$ cat config.mk
export PLATFORM = sky130hd
export DESIGN_NAME = bootloader_command_parser_core
export DESIGN_NICKNAME = d
export VERILOG_FILES = /design/src/rtl/bcp_pkg.sv /design/src/rtl/bcp_front.sv /design/src/rtl/bcp_fifo.sv /design/src/rtl/bcp_back.sv /design/src/rtl/bootloader_command_parser_core.sv
export SDC_FILE = /design/constraint.sdc
export NUM_CORES = 2
export LEC_CHECK = 0
export ABC_AREA = 1
export CAP_MARGIN = 20
export CORE_MARGIN = 2
export CORE_UTILIZATION = 35
export CTS_BUF_LIST = sky130_fd_sc_hd__clkbuf_8
export DETAILED_ROUTE_END_ITERATION = 10
export DONT_BUFFER_PORTS = 1
export HOLD_SLACK_MARGIN = 0.06
export SLEW_MARGIN = 25
export SYNTH_ARGS = -nofsm -noshare
export SYNTH_HDL_FRONTEND = slang
export SYNTH_HIERARCHICAL = 1
export SYNTH_SLANG_ARGS = --single-unit
$ cat constraint.sdc
create_clock -name clk_i -period 4.4 [get_ports clk_i]
set_input_delay 0.22 -clock clk_i [delete_from_list [all_inputs] [get_ports clk_i]]
set_output_delay 0.22 -clock clk_i [all_outputs]
set_load 0.005 [all_outputs]
$ cat src/rtl/bcp_pkg.sv
`timescale 1ns / 1ps
package bcp_pkg;

  localparam logic [7:0] CH_A   = 8'h61;
  localparam logic [7:0] CH_B   = 8'h62;
  localparam logic [7:0] CH_C   = 8'h63;
  localparam logic [7:0] CH_D   = 8'h64;
  localparam logic [7:0] CH_V   = 8'h76;
  localparam logic [7:0] CH_X   = 8'h78;
  localparam logic [7:0] ACK_BYTE = 8'h59;

  localparam logic [1:0] KIND_TX    = 2'd0;
  localparam logic [1:0] KIND_WORD  = 2'd1;
  localparam logic [1:0] KIND_ERASE = 2'd2;

  localparam logic REG_VERSION  = 1'b0;
  localparam logic REG_APP_AREA = 1'b1;

  // a byte address is carried in 8 bits, which covers pages of up to 256 bytes
  localparam int ADDR_W  = 8;
  localparam int QDEPTH  = 2;
  localparam int QPTR_W  = $clog2(QDEPTH);

  typedef enum logic [2:0] {
    M_FIRST,
    M_HALT,
    M_CMD,
    M_FILL,
    M_OFFSET
  } mode_e;

  typedef enum logic [1:0] {
    B_IDLE,
    B_ACK,
    B_RD,
    B_WORD
  } back_state_e;

  typedef enum logic [2:0] {
    OP_ACK,
    OP_VER,
    OP_ERASE,
    OP_PROG,
    OP_WRITE
  } op_e;

  // arg: page offset for OP_PROG; {byte address, data byte} for OP_WRITE
  typedef struct packed {
    op_e         op;
    logic [31:0] arg;
  } q_entry_t;

  typedef struct packed {
    logic     valid;
    q_entry_t entry;
  } q_rd_t;

endpackage

$ cat src/rtl/bcp_front.sv
`timescale 1ns / 1ps
module bcp_front import bcp_pkg::*; #(
  parameter int PAGE_BYTES = 128
) (
  input  logic     clk_i,
  input  logic     rst_ni,
  input  logic     in_valid_i,
  output logic     in_ready_o,
  input  logic     port_i,
  input  logic [7:0] rx_byte_i,
  input  logic     q_full_i,
  output logic     q_push_o,
  output q_entry_t q_entry_o
);

  localparam int AW = $clog2(PAGE_BYTES);

  mode_e           mode_q, mode_d;
  logic            sel_q, sel_d;
  logic [AW-1:0]   fill_q, fill_d;
  logic [1:0]      ocnt_q, ocnt_d;
  logic [23:0]     acc_q, acc_d;
  logic            take;

  assign in_ready_o = !q_full_i;
  assign take = in_valid_i && in_ready_o;

  always_ff @(posedge clk_i or negedge rst_ni) begin
    if (!rst_ni) begin
      mode_q <= M_FIRST;
      sel_q  <= 1'b0;
      fill_q <= '0;
      ocnt_q <= '0;
      acc_q  <= '0;
    end else begin
      mode_q <= mode_d;
      sel_q  <= sel_d;
      fill_q <= fill_d;
      ocnt_q <= ocnt_d;
      acc_q  <= acc_d;
    end
  end

  always_comb begin
    mode_d    = mode_q;
    sel_d     = sel_q;
    fill_d    = fill_q;
    ocnt_d    = ocnt_q;
    acc_d     = acc_q;
    q_push_o  = 1'b0;
    q_entry_o = '{op: OP_ACK, arg: 32'd0};
    if (take) begin
      unique case (mode_q)
        M_FIRST: begin
          if (rx_byte_i == CH_A) begin
            sel_d    = port_i;
            mode_d   = M_CMD;
            q_push_o = 1'b1;
          end else begin
            mode_d = M_HALT;
          end
        end
        M_HALT: begin
        end
        M_FILL: begin
          if (port_i == sel_q) begin
            q_push_o  = 1'b1;
            q_entry_o = '{op: OP_WRITE,
                          arg: {16'd0, ADDR_W'(fill_q), rx_byte_i}};
            if (fill_q == AW'(PAGE_BYTES - 1)) begin
              fill_d = '0;
              mode_d = M_CMD;
            end else begin
              fill_d = fill_q + 1'b1;
            end
          end
        end
        M_OFFSET: begin
          if (port_i == sel_q) begin
            unique case (ocnt_q)
              2'd0: acc_d[7:0]   = rx_byte_i;
              2'd1: acc_d[15:8]  = rx_byte_i;
              2'd2: acc_d[23:16] = rx_byte_i;
              default: begin
                q_push_o  = 1'b1;
                q_entry_o = '{op: OP_PROG, arg: {rx_byte_i, acc_q}};
                acc_d     = '0;
                mode_d    = M_CMD;
              end
            endcase
            ocnt_d = ocnt_q + 1'b1;
          end
        end
        M_CMD: begin
          if (port_i == sel_q) begin
            unique case (rx_byte_i)
              CH_A: q_push_o = 1'b1;
              CH_B: begin
                q_push_o = 1'b1;
                fill_d   = '0;
                mode_d   = M_FILL;
              end
              CH_C: begin
                q_push_o = 1'b1;
                ocnt_d   = '0;
                acc_d    = '0;
                mode_d   = M_OFFSET;
              end
              CH_D: begin
                q_push_o  = 1'b1;
                q_entry_o = '{op: OP_ERASE, arg: 32'd0};
              end
              CH_V: begin
                q_push_o  = 1'b1;
                q_entry_o = '{op: OP_VER, arg: 32'd0};
              end
              CH_X: mode_d = M_HALT;
              default: begin
              end
            endcase
          end
        end
        default: begin
        end
      endcase
    end
  end

endmodule

$ cat src/rtl/bcp_fifo.sv
`timescale 1ns / 1ps
module bcp_fifo import bcp_pkg::*; (
  input  logic     clk_i,
  input  logic     rst_ni,
  input  logic     push_i,
  input  q_entry_t entry_i,
  output logic     full_o,
  input  logic     pop_i,
  output q_rd_t    rd_o
);

  q_entry_t          mem_q [QDEPTH];
  logic [QPTR_W-1:0] wr_q, rd_q;
  logic [QPTR_W:0]   cnt_q;

  assign full_o      = (cnt_q == (QPTR_W + 1)'(QDEPTH));
  assign rd_o.valid  = (cnt_q != '0);
  assign rd_o.entry  = mem_q[rd_q];

  always_ff @(posedge clk_i) begin
    if (push_i) begin
      mem_q[wr_q] <= entry_i;
    end
  end

  always_ff @(posedge clk_i or negedge rst_ni) begin
    if (!rst_ni) begin
      wr_q  <= '0;
      rd_q  <= '0;
      cnt_q <= '0;
    end else begin
      if (push_i) begin
        wr_q <= wr_q + 1'b1;
      end
      if (pop_i) begin
        rd_q <= rd_q + 1'b1;
      end
      cnt_q <= cnt_q + (QPTR_W + 1)'(push_i) - (QPTR_W + 1)'(pop_i);
    end
  end

endmodule

$ cat src/rtl/bcp_back.sv
`timescale 1ns / 1ps
module bcp_back import bcp_pkg::*; #(
  parameter int PAGE_BYTES = 128
) (
  input  logic        clk_i,
  input  logic        rst_ni,
  input  q_rd_t       q_rd_i,
  output logic        q_pop_o,
  input  logic [7:0]  version_i,
  input  logic [31:0] app_area_i,
  output logic        out_valid_o,
  input  logic        out_ready_i,
  output logic [1:0]  kind_o,
  output logic [7:0]  tx_byte_o,
  output logic [31:0] page_offset_o,
  output logic [3:0]  word_index_o,
  output logic [63:0] page_word_o,
  output logic        last_o
);

  localparam int NW  = (PAGE_BYTES + 7) / 8;
  localparam int WAW = (NW > 1) ? $clog2(NW) : 1;
  localparam int BAW = WAW + 3;

  back_state_e     state_q, state_d;
  logic [WAW-1:0]  w_q, w_d;
  logic [31:0]     off_q, off_d;
  logic [63:0]     mem_q [NW];
  logic [NW*8-1:0] valid_q;
  logic [63:0]     rd_data_q;
  logic [7:0]      rd_mask_q;
  logic [63:0]     masked;

  logic            out_valid_q;
  logic [1:0]      kind_q, kind_d;
  logic [7:0]      tx_q, tx_d;
  logic [31:0]     poff_q, poff_d;
  logic [3:0]      widx_q, widx_d;
  logic [63:0]     pword_q, pword_d;
  logic            last_q, last_d;
  logic            load;
  logic            out_free;
  logic            wr_en;
  logic [BAW-1:0]  wr_addr;

  assign out_free = !out_valid_q || out_ready_i;
  assign wr_addr  = q_rd_i.entry.arg[8 +: BAW];
  assign wr_en    = q_pop_o && (q_rd_i.entry.op == OP_WRITE);

  always_comb begin
    for (int j = 0; j < 8; j++) begin
      masked[j*8 +: 8] = rd_mask_q[j] ? rd_data_q[j*8 +: 8] : 8'd0;
    end
  end

  always_ff @(posedge clk_i) begin
    if (wr_en) begin
      mem_q[wr_addr[BAW-1:3]][wr_addr[2:0]*8 +: 8] <= q_rd_i.entry.arg[7:0];
    end
    if (state_q == B_RD) begin
      rd_data_q <= mem_q[w_q];
      rd_mask_q <= valid_q[{w_q, 3'b000} +: 8];
    end
  end

  // unwritten bytes read as zero
  always_ff @(posedge clk_i or negedge rst_ni) begin
    if (!rst_ni) begin
      valid_q <= '0;
    end else if (wr_en) begin
      valid_q[wr_addr] <= 1'b1;
    end
  end

  always_ff @(posedge clk_i or negedge rst_ni) begin
    if (!rst_ni) begin
      state_q     <= B_IDLE;
      w_q         <= '0;
      out_valid_q <= 1'b0;
    end else begin
      state_q <= state_d;
      w_q     <= w_d;
      if (load) begin
        out_valid_q <= 1'b1;
      end else if (out_ready_i) begin
        out_valid_q <= 1'b0;
      end
    end
  end

  always_ff @(posedge clk_i) begin
    off_q <= off_d;
    if (load) begin
      kind_q  <= kind_d;
      tx_q    <= tx_d;
      poff_q  <= poff_d;
      widx_q  <= widx_d;
      pword_q <= pword_d;
      last_q  <= last_d;
    end
  end

  always_comb begin
    state_d = state_q;
    w_d     = w_q;
    off_d   = off_q;
    q_pop_o = 1'b0;
    load    = 1'b0;
    kind_d  = KIND_TX;
    tx_d    = ACK_BYTE;
    poff_d  = 32'd0;
    widx_d  = 4'd0;
    pword_d = 64'd0;
    last_d  = 1'b1;
    unique case (state_q)
      B_IDLE: begin
        if (q_rd_i.valid && out_free) begin
          q_pop_o = 1'b1;
          unique case (q_rd_i.entry.op)
            OP_ACK: load = 1'b1;
            OP_VER: begin
              load = 1'b1;
              tx_d = version_i;
            end
            OP_ERASE: begin
              load    = 1'b1;
              kind_d  = KIND_ERASE;
              tx_d    = 8'd0;
              poff_d  = app_area_i;
              last_d  = 1'b0;
              state_d = B_ACK;
            end
            OP_PROG: begin
              off_d   = q_rd_i.entry.arg;
              w_d     = '0;
              state_d = B_RD;
            end
            default: begin
            end
          endcase
        end
      end
      B_ACK: begin
        if (out_free) begin
          load    = 1'b1;
          state_d = B_IDLE;
        end
      end
      B_RD: state_d = B_WORD;
      B_WORD: begin
        if (out_free) begin
          load    = 1'b1;
          kind_d  = KIND_WORD;
          tx_d    = 8'd0;
          poff_d  = off_q;
          widx_d  = 4'(w_q);
          pword_d = masked;
          last_d  = 1'b0;
          if (w_q == WAW'(NW - 1)) begin
            state_d = B_ACK;
          end else begin
            w_d     = w_q + 1'b1;
            state_d = B_RD;
          end
        end
      end
      default: state_d = B_IDLE;
    endcase
  end

  assign out_valid_o   = out_valid_q;
  assign kind_o        = kind_q;
  assign tx_byte_o     = tx_q;
  assign page_offset_o = poff_q;
  assign word_index_o  = widx_q;
  assign page_word_o   = pword_q;
  assign last_o        = last_q;

`ifndef SYNTHESIS
  a_word_not_last: assert property (@(posedge clk_i) disable iff (!rst_ni)
    out_valid_q && (kind_q == KIND_WORD) |-> !last_q)
    else $error("page word flagged as last result");
  a_erase_not_last: assert property (@(posedge clk_i) disable iff (!rst_ni)
    out_valid_q && (kind_q == KIND_ERASE) |-> !last_q)
    else $error("erase request flagged as last result");
  a_read_then_word: assert property (@(posedge clk_i) disable iff (!rst_ni)
    (state_q == B_RD) |=> (state_q == B_WORD))
    else $error("buffer read not followed by word transfer");
`endif

endmodule

$ cat src/rtl/bootloader_command_parser_core.sv
`timescale 1ns / 1ps
// A result transfer is offered once the byte that causes it has passed the command queue
// and the output register; the first page-dump word follows the last offset byte via the
// queue, a B_RD buffer read and the B_WORD load. Throughput: one byte per cycle while the
// two-entry command queue has room; a program command holds the output for one buffer
// read and one word transfer per 64-bit page word, then the ack.
// Reset clears all control state and the page byte valid bits; unwritten bytes read zero.
module bootloader_command_parser_core import bcp_pkg::*; #(
  parameter int PAGE_BYTES = 128
) (
  input  logic        clk_i,
  input  logic        rst_ni,
  input  logic        cfg_valid_i,
  output logic        cfg_ready_o,
  input  logic        cfg_index_i,
  input  logic [31:0] cfg_data_i,
  input  logic        in_valid_i,
  output logic        in_ready_o,
  input  logic        port_i,
  input  logic [7:0]  rx_byte_i,
  output logic        out_valid_o,
  input  logic        out_ready_i,
  output logic [1:0]  kind_o,
  output logic [7:0]  tx_byte_o,
  output logic [31:0] page_offset_o,
  output logic [3:0]  word_index_o,
  output logic [63:0] page_word_o,
  output logic        last_o
);

  logic [7:0]  version_q;
  logic [31:0] app_area_q;
  logic        q_full;
  logic        q_push;
  logic        q_pop;
  q_entry_t    q_entry;
  q_rd_t       q_rd;

  assign cfg_ready_o = 1'b1;

  always_ff @(posedge clk_i or negedge rst_ni) begin
    if (!rst_ni) begin
      version_q  <= 8'd2;
      app_area_q <= 32'd32768;
    end else if (cfg_valid_i) begin
      if (cfg_index_i == REG_VERSION) begin
        version_q <= cfg_data_i[7:0];
      end else if (cfg_index_i == REG_APP_AREA) begin
        app_area_q <= cfg_data_i;
      end
    end
  end

  bcp_front #(
    .PAGE_BYTES(PAGE_BYTES)
  ) u_front (
    .clk_i      (clk_i),
    .rst_ni     (rst_ni),
    .in_valid_i (in_valid_i),
    .in_ready_o (in_ready_o),
    .port_i     (port_i),
    .rx_byte_i  (rx_byte_i),
    .q_full_i   (q_full),
    .q_push_o   (q_push),
    .q_entry_o  (q_entry)
  );

  bcp_fifo u_fifo (
    .clk_i   (clk_i),
    .rst_ni  (rst_ni),
    .push_i  (q_push),
    .entry_i (q_entry),
    .full_o  (q_full),
    .pop_i   (q_pop),
    .rd_o    (q_rd)
  );

  bcp_back #(
    .PAGE_BYTES(PAGE_BYTES)
  ) u_back (
    .clk_i         (clk_i),
    .rst_ni        (rst_ni),
    .q_rd_i        (q_rd),
    .q_pop_o       (q_pop),
    .version_i     (version_q),
    .app_area_i    (app_area_q),
    .out_valid_o   (out_valid_o),
    .out_ready_i   (out_ready_i),
    .kind_o        (kind_o),
    .tx_byte_o     (tx_byte_o),
    .page_offset_o (page_offset_o),
    .word_index_o  (word_index_o),
    .page_word_o   (page_word_o),
    .last_o        (last_o)
  );

endmodule
* Word-level counts from Yosys, hierarchy flattened *
Memories as Yosys holds them, arrays and structs flattened. A register that Yosys moved wholly into a read port is not among the register bits.
Index checks and enable logic that the tools add are counted.
Widths: inputs -> output; s select.

word-level totals
  bits in registers = 367
  latch bits = 0
  RAM bits = 1094
  bits in read-only memories = 0
  input bits = 47
  output and inout port bits = 114
  memories kept = 2

operators by class
  add/subtract/negate cells = 8
  $mul = 0
  divide/modulo/power cells = 0
  order comparisons = 2
  equal/unequal tests = 39
  shift-type cells = 3
  mux-type cells = 80
  bitwise logic cells = 2
  reduce and logical (&&, ||, !) cells = 45

memories
  memory        depth  bits a word  read ports  clocked after Yosys merged registers in  wr ports  RTL line        RTL
  u_back.mem_q  16     64           1           1                                        1         bcp_back.sv:28  logic [63:0] mem_q [NW];
  u_fifo.mem_q  2      35           1           0                                        1         bcp_fifo.sv:12  q_entry_t mem_q [QDEPTH];

operators with widths
  kind                     number
  $mux 35                  4
  $or 128x128->128         1
  $shiftx 128x8->8         1
  $pmux 35 s3              1
  $mux 32                  3
  $pmux 8 s2               5
  $mux 24                  3
  $pmux 34 s2              1
  $mux 64                  1
  $pmux 32 s2              1
  $shift 8x34->64 const A  1
  $shiftx 8x34->64         1
  $eq 8x7->1 const B       6
  $pmux 24 s2              1
  $mux 7                   5
  $mux 34                  1
  $neg 6->34               1
  $reduce_and 3->1         10
  $mux 1                   22
  $mux 2                   10
  $reduce_and 6->1         3
  $mux 4                   4
  $ne 2x1->1 const B       8
  $mux 3                   5
  other kinds (44)         80

* Longest topological paths before layout *
  depth after elaboration = 8
  mapped depth = 13
  gate-level depth less buffers = 12

* By module *
The synthesis kept the hierarchy.

by module, submodules not included
  module                          instances  cells an instance  area each (um2)  seq. area each (um2)
  bcp_back                        1          5364               57351.3          40583.9
  bcp_fifo                        1          208                2950.3           2202.1
  bcp_front                       1          376                2703.8           925.9
  bootloader_command_parser_core  1          177                1707.9           1003.5

* Worst setup path before layout *
OpenSTA, ideal clock, no wires.

  kind = register to register
  start point = register u_back.state_q[0]
  end point = register u_back.kind_q[0] (netlist: u_back/kind_o[0]), enable pin
  setup time = 0.745 ns
  data arrival time = 3.704 ns
  data required time = 3.655 ns
  path slack = -0.048 ns
  stages on the path, launching flop included = 6
  clock period less this slack = 4.448 ns
  cell sequence = dfrtp_1 inv_1 ha_1 inv_1 nand2_1 inv_1

between the ends
  word-level cells in the longest chain between the ends = 3
  elaborated cells between the ends (all ways) = 5
  classes of those cells = eq/ne (2); mux (1); reduce/logical (2)

ends and longest elaborated chain
  item                                             RTL line         RTL
  start, declared                                  bcp_back.sv:25   back_state_e state_q, state_d;
  start signal, assigned                           bcp_back.sv:81   state_q <= state_d;
  $eq 2x1->1 / $eq 2x2->1 (equally long branches)  bcp_back.sv:115  unique case (state_q)
  $reduce_or 2->1 (no source line)                 n/a
  $pmux 1 s2 (*)                                   bcp_back.sv:115
  named net u_back.load                            bcp_back.sv:41   logic load;
  end signal, assigned                             bcp_back.sv:94   kind_q <= kind_d;
  end, declared                                    bcp_back.sv:35   logic [1:0] kind_q, kind_d;

The timed path passes the listed nets; every way through them passes the cells marked *.
A chain may end at the register's enable or synchronous reset.

* Worst setup path in the final report *
  start point = input port rx_byte_i[4]
  end point = register u_front.acc_q[3]

between the ends
  word-level cells in the longest chain between the ends = 3

ends and longest elaborated chain
  item                               RTL line                              RTL
  start, declared                    bootloader_command_parser_core.sv:20  input logic [7:0] rx_byte_i,
  $eq 8x7->1                         bcp_front.sv:96                       unique case (rx_byte_i)
  $ne 2x1->1 (no source line)        n/a
  $reduce_and 6->1 (no source line)  n/a
  end signal, assigned               bcp_front.sv:34                       acc_q <= '0;
  end signal, assigned               bcp_front.sv:40                       acc_q <= acc_d;
  end, declared                      bcp_front.sv:22                       logic [23:0] acc_q, acc_d;

Every way passes these cells.

==> results.toml <==
[synth]
ys.flop_type = "edfxtp_1"
yosysSeqAreaShare_pct = 69.10
ys_top_cells_by_area = "edfxtp_1, nand2_1, dfrtp_1"
synth_fp_nets = 6190
synth-edff-count = 1309
syn_inst = 6125
synth_common_cells = "nand2_1, edfxtp_1, nor2_1"
ys_types = 42
avgSynthCellArea_um2 = 10.57
async_flop_share_pct = 14.16
synth.most_common_cell = "nand2_1"
synth_top_area_share_pct = 60.74
synth_area_leader_cell = "edfxtp_1"
syn_area_um2 = 64710
ys_seq_elements = 1525
yosys_warnings = 6

[route]
first_iter_violations = 4339
via_per_inst = 4.836
wl_met1_mm = 73.68
dr.pass1.iters = 6
wl_met3_mm = 12.91
num_vias = 43480
top_layer_used = "met5"
ant_nets = 0
wire_per_inst_um = 19.46
dr_wl_met2_mm = 82.48
wl_mm = 174.9
drcViolationCount = 0

[worst_setup_path]
cp_max_fo = 15
cp-end-kind = "flip-flop"
crit_required_ns = 5.29
max_stage_delay_ns = 1.05
crit_type = "input port to flip-flop"
startpoint_type = "input port"
worstPathCellList = "dlygate4sd3_1, inv_1, nand2_2, dlygate4sd3_1, nor2_8, dlygate4sd3_1, nand2_4, dlygate4sd3_1, nand2_8, nand4_4, dlygate4sd3_1, nand2_1, o21ai_2"
critPathArrivalTime_ns = 4.88
crit_top_cell = "dlygate4sd3_1"
slowest_stage = "dlygate4sd3_1"

[timing]
fin_tns_setup_ns = 0
period_needed_ns = 3.991
rsz0062_at_grt = "false"
max_clock_freq_mhz = 250.5
slew_viol_final = 0
holdWs_ns = -1.009
final-setup-viol-count = 0
finalHoldViolCount = 216
slew_headroom_pct = 29.96
fin_crit_sh_pct = 90.71
tightest_slew_ns = 1.051
skew_ns = 0.05452

[global_route]
grt_antenna_before_repair = 10
grt_pass1_wl_mm = 261.7
grt_max_degree = 217
grt_pass1_vias = 42210
grt_usage_pct = 18.41
globalRouteOverflowTotal = 0

[placement]
routabilityCongestion = 0.8906
place_hpwl_mm = 108.1
place_inst = 8424
portBuffers = 0

[cts]
cts_max_level = 4
clk_path_buf_depth = 3
clkTransAtPathRegs_ns = 0.06
cts.repair_timing.setup_buffer_count = 0
clock_latency_ns = 0.99
tritoncts = "built"
postCtsHoldBufs = 109
cts-buffers-inserted = 239
root_buffer = "clkbuf_8"
cts.sinks = 1525
cts.repair.resized = 0

[pwr]
ir_worst_vdd_mv = 0.4265
power_per_cell_area_nw_per_um2 = 525.6
leakage_uw = 0.02927

[die]
die-width_um = 434.0
io_pins = 161
num_rows = 157
core_area_um2 = 183500
initial_core_util_pct = 35.27
die_h_um = 434.0
die-area_um2 = 188400

[finish]
drive_above_1_share_pct = 10.34
final_cells = 8991
nets = 6376
synthToLayoutAreaGrowth_pct = 13.18

[status]
status = "complete, but fails checks"
violations = "negative hold slack"

[job]
drv_cap = 0

[min_path]
hold_class = "input port to asynchronous set/reset pin"
-- critical path: cells and delay by family --
family,cells,cell delay [ns]
and+or+nand+nor,6,0.55
buffers and inverters,6,4.02
AOI/OAI and AO/OA,1,0.08
-- flip-flops by register name (all words and copies together), names as in the netlist, 7 cells and up --
name	flops
u_back/rd_mask_q	8
u_front/acc_q	24
app_area_q	32
version_q	8
u_back/page_word_o	64
u_back/mem_q	1024
u_front/fill_q	7
u_fifo/mem_q	70
u_back/page_offset_o	32
u_back/tx_byte_o	8
u_back/rd_data_q	64
u_back/off_q	32
u_back/valid_q	128
-- routing by layer --
layer / vias to the layer above / GRT usage (%)
li1: 20480 / -
met1: 20990 / 24.41
met2: 1666 / 29.92
met3: 341 / 3.482
met4: 4 / 7.030
met5: - / 0
-- cell usage in the layout (no fill, tap or decap), types with 6 or more instances in the layout --
cell type	Yosys	final
a21oi_1	85	85
buf_12	2	8
buf_4	22	139
bufinv_16	0	14
clkbuf_8	0	251
clkinv_1	1	49
clkinv_2	0	33
clkinvlp_4	0	7
dfrtp_1	214	210
diode_2	0	8
dlygate4sd3_1	0	108
edfxtp_1	1309	1309
ha_1	18	17
inv_1	482	561
inv_2	13	10
inv_6	0	6
nand2_1	2238	2236
nand2_2	22	24
nand2_4	7	7
nand3_1	491	491
nand3_2	6	6
nand3_4	6	6
nand4_1	7	7
nor2_1	576	573
nor2_2	40	43
nor2_4	6	6
nor3_1	35	35
o21ai_0	116	116
o21ai_1	12	12
o21ai_2	69	68
o21bai_1	26	26
o21bai_2	15	15
-- metrics by stage --
stage	instance area [um2]	setup slack (ns)	hold slack, ns	power [uW]	util [%]
CTS	73220	0.5306	-1.144	38840	39.91
floorplan	64720	0.5389	-0.07559	23620	-
global placement	67330	0.6423	-0.05932	26760	36.70
finish	73240	0.4087	-1.009	38500	39.92
global route	73240	0.2680	-1.093	40300	39.92
detailed placement	67350	0.5460	-0.05376	26840	36.71
-- final timing paths --
path	cells past startpoint	to	slack, ns	startpoint
hold reg to reg	2	u_back/valid_q[95]	0.45	u_back/valid_q[95]
setup reg to reg	6	u_back/mem_q[0][63]	0.56	u_fifo/rd_q
max in group asynchronous	0	u_back/valid_q[27]	4.76	rst_ni
hold / removal	0	app_area_q[16]	-1.01	rst_ni
setup / recovery	13	u_front/acc_q[3]	0.41	rx_byte_i[4]
min in group clk_i	3	u_front/acc_q[7]	0.19	rx_byte_i[7]
-- layout make-up --
cell class / instances / area [um2]
sequential: 1525 / 44730
clock buffer: 251 / 3455
timing repair buffer: 256 / 2290
inverter: 497 / 1903
multi-input combinational: 3792 / 16450
clock inverter: 198 / 1314
fill: 17730 / 110200
antenna: 8 / 20.02
tap: 2464 / 3083
-- kinds of logic (layout without fill, tap and decap cells) --
logic type / Yosys count / count (layout) / synth area share (%)
fa+ha+maj: 18 / 18 / 0.3480
buf+inv: 808 / 1202 / 5.530
flops: 1525 / 1525 / 69.10
simple gates: 3443 / 3443 / 21.78
xor+xnor: 6 / 6 / 0.08120
compound gates: 324 / 324 / 3.155
other cells: 1 / 9 / 0.005795
-- power breakdown --
group	leakage (uW)	internal, uW	switching (uW)
registers	0.0147	17600	774
logic	0.0118	1910	6400
clock network	0.00273	6160	5700
No activity file was read; power rests on OpenSTA's default activity.
